<file path="src/hdl/hyll_pkg.sv">
`timescale 1ns / 1ps
package hyll_pkg;

  localparam logic [1:0] OP_ADD   = 2'd0;
  localparam logic [1:0] OP_QUERY = 2'd1;
  localparam logic [1:0] OP_CLEAR = 2'd2;

  localparam logic [63:0] MIX_MUL       = 64'hc6a4a7935bd1e995;
  localparam int          MIX_SHIFT     = 47;
  localparam logic [63:0] HASH_SEED     = 64'h00000000adc83b19;
  localparam logic [5:0]  RANK_MASK     = 6'h3f;
  localparam logic [5:0]  SUM_FRAC_BITS = 6'd49;
  localparam logic [14:0] ZERO_SAT      = 15'h7fff;

  // One classified item as it travels from the front end to the engine.
  typedef struct packed {
    logic [1:0]  op;
    logic [63:0] word;
    logic [3:0]  nbytes;
    logic        last;
    logic [15:0] len;
  } item_t;

  typedef struct packed {
    logic  push;
    item_t item;
  } push_t;

  typedef struct packed {
    logic  avail;
    item_t item;
  } pop_t;

endpackage

</file>
<file path="src/hdl/hyll_queue.sv">
`timescale 1ns / 1ps
module hyll_queue (
  input  logic            clk,
  input  logic            rst_n,
  input  hyll_pkg::push_t push_i,
  input  logic            pop,
  output hyll_pkg::pop_t  pop_o,
  output logic            full
);

  hyll_pkg::item_t mem_r [2];
  logic            wp_r, rp_r;
  logic [1:0]      cnt_r;

  assign full        = (cnt_r == 2'd2);
  assign pop_o.avail = (cnt_r != 2'd0);
  assign pop_o.item  = mem_r[rp_r];

  always_ff @(posedge clk) begin
    if (push_i.push) begin
      mem_r[wp_r] <= push_i.item;
    end
  end

  always_ff @(posedge clk) begin
    if (!rst_n) begin
      wp_r  <= 1'b0;
      rp_r  <= 1'b0;
      cnt_r <= 2'd0;
    end else begin
      if (push_i.push) wp_r <= ~wp_r;
      if (pop) rp_r <= ~rp_r;
      cnt_r <= cnt_r + {1'b0, push_i.push} - {1'b0, pop};
    end
  end

endmodule

</file>
<file path="config.mk">
export PLATFORM = sky130hd
export DESIGN_NAME = hyll_queue
export DESIGN_NICKNAME = d
export VERILOG_FILES = /design/src/hdl/hyll_pkg.sv /design/src/hdl/hyll_queue.sv
export SDC_FILE = /design/constraint.sdc
export NUM_CORES = 1
export LEC_CHECK = 0
export ABC_AREA = 1
export BUFFER_PORTS_ARGS = -buffer_cell sky130_fd_sc_hd__buf_2
export CAP_MARGIN = 15
export CORE_MARGIN = 2
export CORE_UTILIZATION = 45
export CTS_CLUSTER_SIZE = 14
export DETAILED_ROUTE_END_ITERATION = 8
export GPL_ROUTABILITY_DRIVEN = 0
export HOLD_SLACK_MARGIN = 0.06
export PLACE_DENSITY = 0.66
export SETUP_SLACK_MARGIN = 0.05
export SLEW_MARGIN = 20
export SYNTH_ARGS = -nofsm -noshare
export SYNTH_HDL_FRONTEND = slang
export SYNTH_SLANG_ARGS = --single-unit
</file>
<file path="constraint.sdc">
create_clock -name clk -period 11 [get_ports clk]
set_input_delay 1.65 -clock clk [delete_from_list [all_inputs] [get_ports clk]]
set_output_delay 1.65 -clock clk [all_outputs]
set_load 0.01 [all_outputs]
</file>
==> out/summary.txt, run 1 <==
Status: finished, final reports clean
Post-Synthesis Cells: 304
Share of cells above drive strength 1: 0.587
Die height: 125 um
Die Area: 15700 um2
Std-Cell Core Area: 14500 um2
Vias in the first global route: 3522
Worst hold stages: 2
Max-slew violations: 0
Clock transition at path regs: 0.06 ns
Fin nets: 589
Crit path max-delay cell type: dfxtp_4
Pre-CTS setup slack: 7.18 ns
Warnings from Yosys: 0
Total Routed Length: 11100 um
Worst r2r path cells: 3
Fmax: 0.246 GHz
Post-placement cell area: 7700 um2
Initial antenna violation count: 0
Max-Cap Viols: 0
Mapped cell area: 6620 um2
CP Class: reg -> out
Final worst path period share: 0.370
Req. time, crit path: 9.35 ns
Yosys top cell area share: 0.789
IO buf count: 179
GRT Total Usage: 0.147
Iteration-0 DRC count of the detailed router: 126
Period minus WS final: 4.07 ns
RSZ-0062 raised after global routing: false
IO Pins: 180
Most common cell in the netlist: edfxtp_1
CP startpoint kind: flip-flop
Post-synth EDFFs: 174
Clk Tree Root Cell: clkbuf_16
Via count: 3302
Gr ovfl total: 0
Clk buf depth: 2
Synth Flop Type: edfxtp_1
Slew headroom: 0.413
Worst skew pair latency: 0.41 ns
# rows: 44
H-tree depth: 4
Avg Inst Size Synth: 21.8 um2
Area delta synth->final: 25.4%
# DRC: 0
R2R Path Start: wp_r
Worst-path fanout max: 44
Post CTS Setup Buffer Count: 0
# setup viols final: 0
Chip Width: 125 um
Initial core utilization: 0.457
Cell variety after synth: 12
Wire length per cell: 16.1 um
Max stage delay on crit path: 0.75 ns
Synth area leaders: edfxtp_1 79%, mux2_2 9.7%, mux2_4 6.8%
First-pass GRT wire length: 17600 um
LEAKAGE: 3.22 nW
Ant. Diodes: 0
CTS tree: built
Synth cell count leaders: 174 x edfxtp_1, 57 x mux2_2, 30 x mux2_4
Worst Clk Skew: 0.00456 ns
Final instance area: 8310 um2
HPWL after DPL: 7440 um
Hold crit path type: reg -> reg
#FFs+latches synth: 179
Reg2reg setup slack: 8.89 ns
CP top delay family: buffers and inverters
Critical path, cell by cell: buf_4, mux2_2, buf_2
Final TNS setup: 0 ns
Detail Route Antenna Nets: 0
Asr flop ratio synth: 0
Post-CTS resize count: 0
Crit. End Element: primary output
PwrDens: 184 nW/um2
Buf/Inv on CP: 2
RR Endpoint: mem_r[1][13]
Sequential-to-total area share from yosys stat: 0.804
Pre-antenna DRT Iters: 4
Largest vdd supply drop: 0.105 mV
Yosys top cell by area: edfxtp_1
Actual slew at the worst max-slew pin: 0.880 ns
Clock Sinks: 179
Largest net degree at the start of global routing: 53
CTS buffer count: 17
CP Data Arrival Time: 2.42 ns
Final Hold Viols: 0
Hold path start: rp_r
Vias per cell: 4.76
Hold buffer count at cts: 0
Final worst setup slack: 6.93 ns
Syn Nets: 397
[worst max-delay path by stage]
stage               start           end  slack, ns  cells after the start
2_1_floorplan  push_i[87]   mem_r[0][0]       5.13                      2
6_report        flip-flop     pop_o[19]       6.93                      3
3_3_place_gp   push_i[87]  mem_r[0][22]       7.23                      4
3_5_place_dp   push_i[87]  mem_r[0][22]       7.18                      4
4_1_cts         flip-flop     pop_o[19]       6.85                      3
5_1_grt         flip-flop     pop_o[19]       6.74                      3
[metal layers]
metal	global-route usage	part of all wire	wire (um)
met1	0.176	0.42	4630
met2	0.235	0.49	5410
met3	0.0659	0.084	939
met4	0.0549	0.014	160
met5	0	0	0
[power breakdown]
part | switching, mW | internal, mW
sequential | 0.0126 | 0.790
clock | 0.229 | 0.353
combinational | 0.0703 | 0.0698
total | 0.312 | 1.21
[area by class of cell]
cell class,count,area (um2)
Fill cell,1159,6170
Sequential cell,179,5330
Multi-Input combinational cell,108,1200
Timing Repair Buffer,183,946
Clock buffer,20,437
Tap cell,184,230
Clock inverter,12,139
Inverter,7,27.5
[worst register-to-register path, cell delays in order, from the launching register on]
cell and delay, ns:
dfxtp_1 0.39, nand2_1 0.11, clkinv_2 0.61, buf_4 0.62
[placed cells by master (no fill, tap or decap)]
| cell type | n |
|---|---|
| dfxtp_1 | 4 |
| bufinv_16 | 3 |
| clkinv_2 | 4 |
| nand3_1 | 1 |
| mux2_2 | 57 |
| edfxtp_1 | 174 |
| buf_4 | 3 |
| clkinv_1 | 3 |
| nor2_1 | 7 |
| clkinvlp_4 | 3 |
| inv_1 | 6 |
| buf_16 | 1 |
| clkbuf_1 | 3 |
| ha_1 | 2 |
| nor2_4 | 1 |
| mux2_4 | 30 |
| buf_2 | 179 |
| a21oi_1 | 1 |
| clkbuf_16 | 17 |
| dfxtp_4 | 1 |
| nand2_1 | 9 |
[sequential cells by signal, indices dropped and copies added (netlist names), named ones only]
register / flops
cnt_r: 2
mem_r: 174
rp_r: 1
wp_r: 1
[logic make-up after synthesis]
family | synth area share
compound gates | 0.000755
fa+ha+maj | 0.00378
buf+inv | 0.0162
flops | 0.804
mux | 0.165
simple gates | 0.0104
[through the flow]
step	total power, mW	util	cells	hold WS, ns
2_1_floorplan	0.899	-	304	0.463
3_3_place_gp	0.954	0.532	660	0.477
3_5_place_dp	0.959	0.532	660	0.490
4_1_cts	1.54	0.572	692	0.506
5_1_grt	1.59	0.574	693	0.540
6_report	1.52	0.574	693	0.503
Power figures use the tool's default switching activity.
==> run 2, diff against run 1 <==
clock period = 4.1 ns   (was 11 ns; I/O delays follow)
==> out/summary.txt, run 2 (synthesized netlist as in run 1, its figures left out) <==
Pre-antenna DRT Iters: 4
Post-placement cell area: 7730 um2
GRT Total Usage: 0.149
Clock power share: 0.418
Clk buf depth: 2
Fmax: 0.345 GHz
Sequential group share of total power: 0.497
Largest net degree at the start of global routing: 60
Clock transition at path regs: 0.06 ns
Iteration-0 DRC count of the detailed router: 202
IO buf count: 179
Regs by FF count: mem_r x174, cnt_r x2
Hold buffer count at cts: 0
Crit. End Element: primary output
Most frequent cells in the layout: 179 x buf_2, 174 x edfxtp_1, 57 x mux2_2
CP Class: reg -> out
Worst Clk Skew: 0.00444 ns
# DRC: 0
Clock Sinks: 179
Max reg flops: 174
Initial antenna violation count: 1
Sw Share: 0.193
Max-slew violations: 0
Hold crit path type: in -> reg
Fin nets: 591
CTS tree: built
PwrDens: 517 nW/um2
Net switching power: 840 uW
Chip Width: 125 um
Share of cells above drive strength 1: 0.591
Area delta synth->final: 26.8%
Final instance area: 8400 um2
LEAKAGE: 3.27 nW
RSZ-0062 raised after global routing: false
# setup viols final: 0
Layout Utilization: 0.580
Gr ovfl total: 0
Wire length per cell: 16.6 um
Period minus WS final: 2.90 ns
IO Pins: 180
CTS buffer count: 17
Max-Cap Viols: 0
Vias in the first global route: 3463
Initial core utilization: 0.457
Most common cell after layout, fill and taps aside: buf_2
Vias per cell: 4.82
Final TNS setup: 0 ns
Slew headroom: 0.430
Final Hold Viols: 0
HPWL after DPL: 7610 um
Clk Tree Root Cell: clkbuf_16
First-pass GRT wire length: 17500 um
Worst-path fanout max: 59
Largest vdd supply drop: 0.243 mV
CP startpoint kind: flip-flop
CP Data Arrival Time: 2.28 ns
Req. time, crit path: 3.48 ns
# rows: 44
Die Area: 15700 um2
Logic gate share of total power: 0.085
Status: finished, final reports clean
Std-Cell Core Area: 14500 um2
Worst skew pair latency: 0.41 ns
Total Routed Length: 11500 um
Pre-CTS setup slack: 1.59 ns
Via count: 3351
Ant. Diodes: 0
Detail Route Antenna Nets: 0
Final worst path period share: 0.707
H-tree depth: 4
P_int: 3.50 mW
Die height: 125 um
Post CTS Setup Buffer Count: 0
Post-CTS resize count: 0
Final worst setup slack: 1.20 ns
Fillcell total: 1120
Actual slew at the worst max-slew pin: 0.855 ns
Reg with most FFs: mem_r
==> run 2: cell count changes in the layout (fill, tap and decap cells not counted) <==
cell | before | now
bufinv_16 | 3 | 7
buf_4 | 3 | 6
clkinv_1 | 3 | 1
clkinvlp_4 | 3 | 1
buf_16 | 1 | 0
clkbuf_1 | 3 | 4
clkinv_2 | 4 | 3
==> run 2: final cells by class <==
class / count / area, um2 / area share
clock buffers: 21 / 440 / 0.0524
clock inverters: 11 / 231 / 0.0276
inverters: 7 / 27.5 / 0.00328
multi-input cells: 108 / 1200 / 0.143
flip-flops and latches: 179 / 5330 / 0.635
well taps: 184 / 230 / 0.0274
repair buffers: 185 / 941 / 0.112
==> run 2: worst paths after layout <==
path	endpoint	cells past startpoint	start	slack (ns)
hold reg to reg	rp_r	2	rp_r	0.50
setup reg to reg	mem_r[1][42]	3	wp_r	2.14
hold / removal	mem_r[1][39]	1	push_i[39]	0.39
setup / recovery	pop_o[27]	3	flip-flop	1.20
==> run 2: metrics by stage <==
step                total power, mW  instances  hold WS [ns]
floorplan                      2.41        304         0.463
global placement               2.56        663         0.476
detailed placement             2.58        663         0.490
CTS                            4.40        695         0.364
global route                   4.50        695         0.364
finish                         4.34        695         0.387
==> run 2: critical path, stage by stage (launching register included) <==
cell and delay, ns:
dfxtp_4 0.90, buf_4 0.43, mux2_2 0.38, buf_2 0.14
==> run 2: layer usage <==
metal  vias up  routed length (um)  track usage
met3        14                 973       0.0668
li1       1572                   -            -
met1      1636                4670        0.171
met4         2                 149       0.0588
met2       127                5740        0.245
met5         -                  14            0
==> run 2: power groups by stage <==
stage          Sequential, mW  Clock [mW]  Combinational [mW]
3_5_place_dp             2.20           0               0.377
3_3_place_gp             2.19           0               0.370
2_1_floorplan            2.18           0               0.231
6_report                 2.16        1.82               0.370
5_1_grt                  2.17        1.93               0.404
4_1_cts                  2.16        1.86               0.379
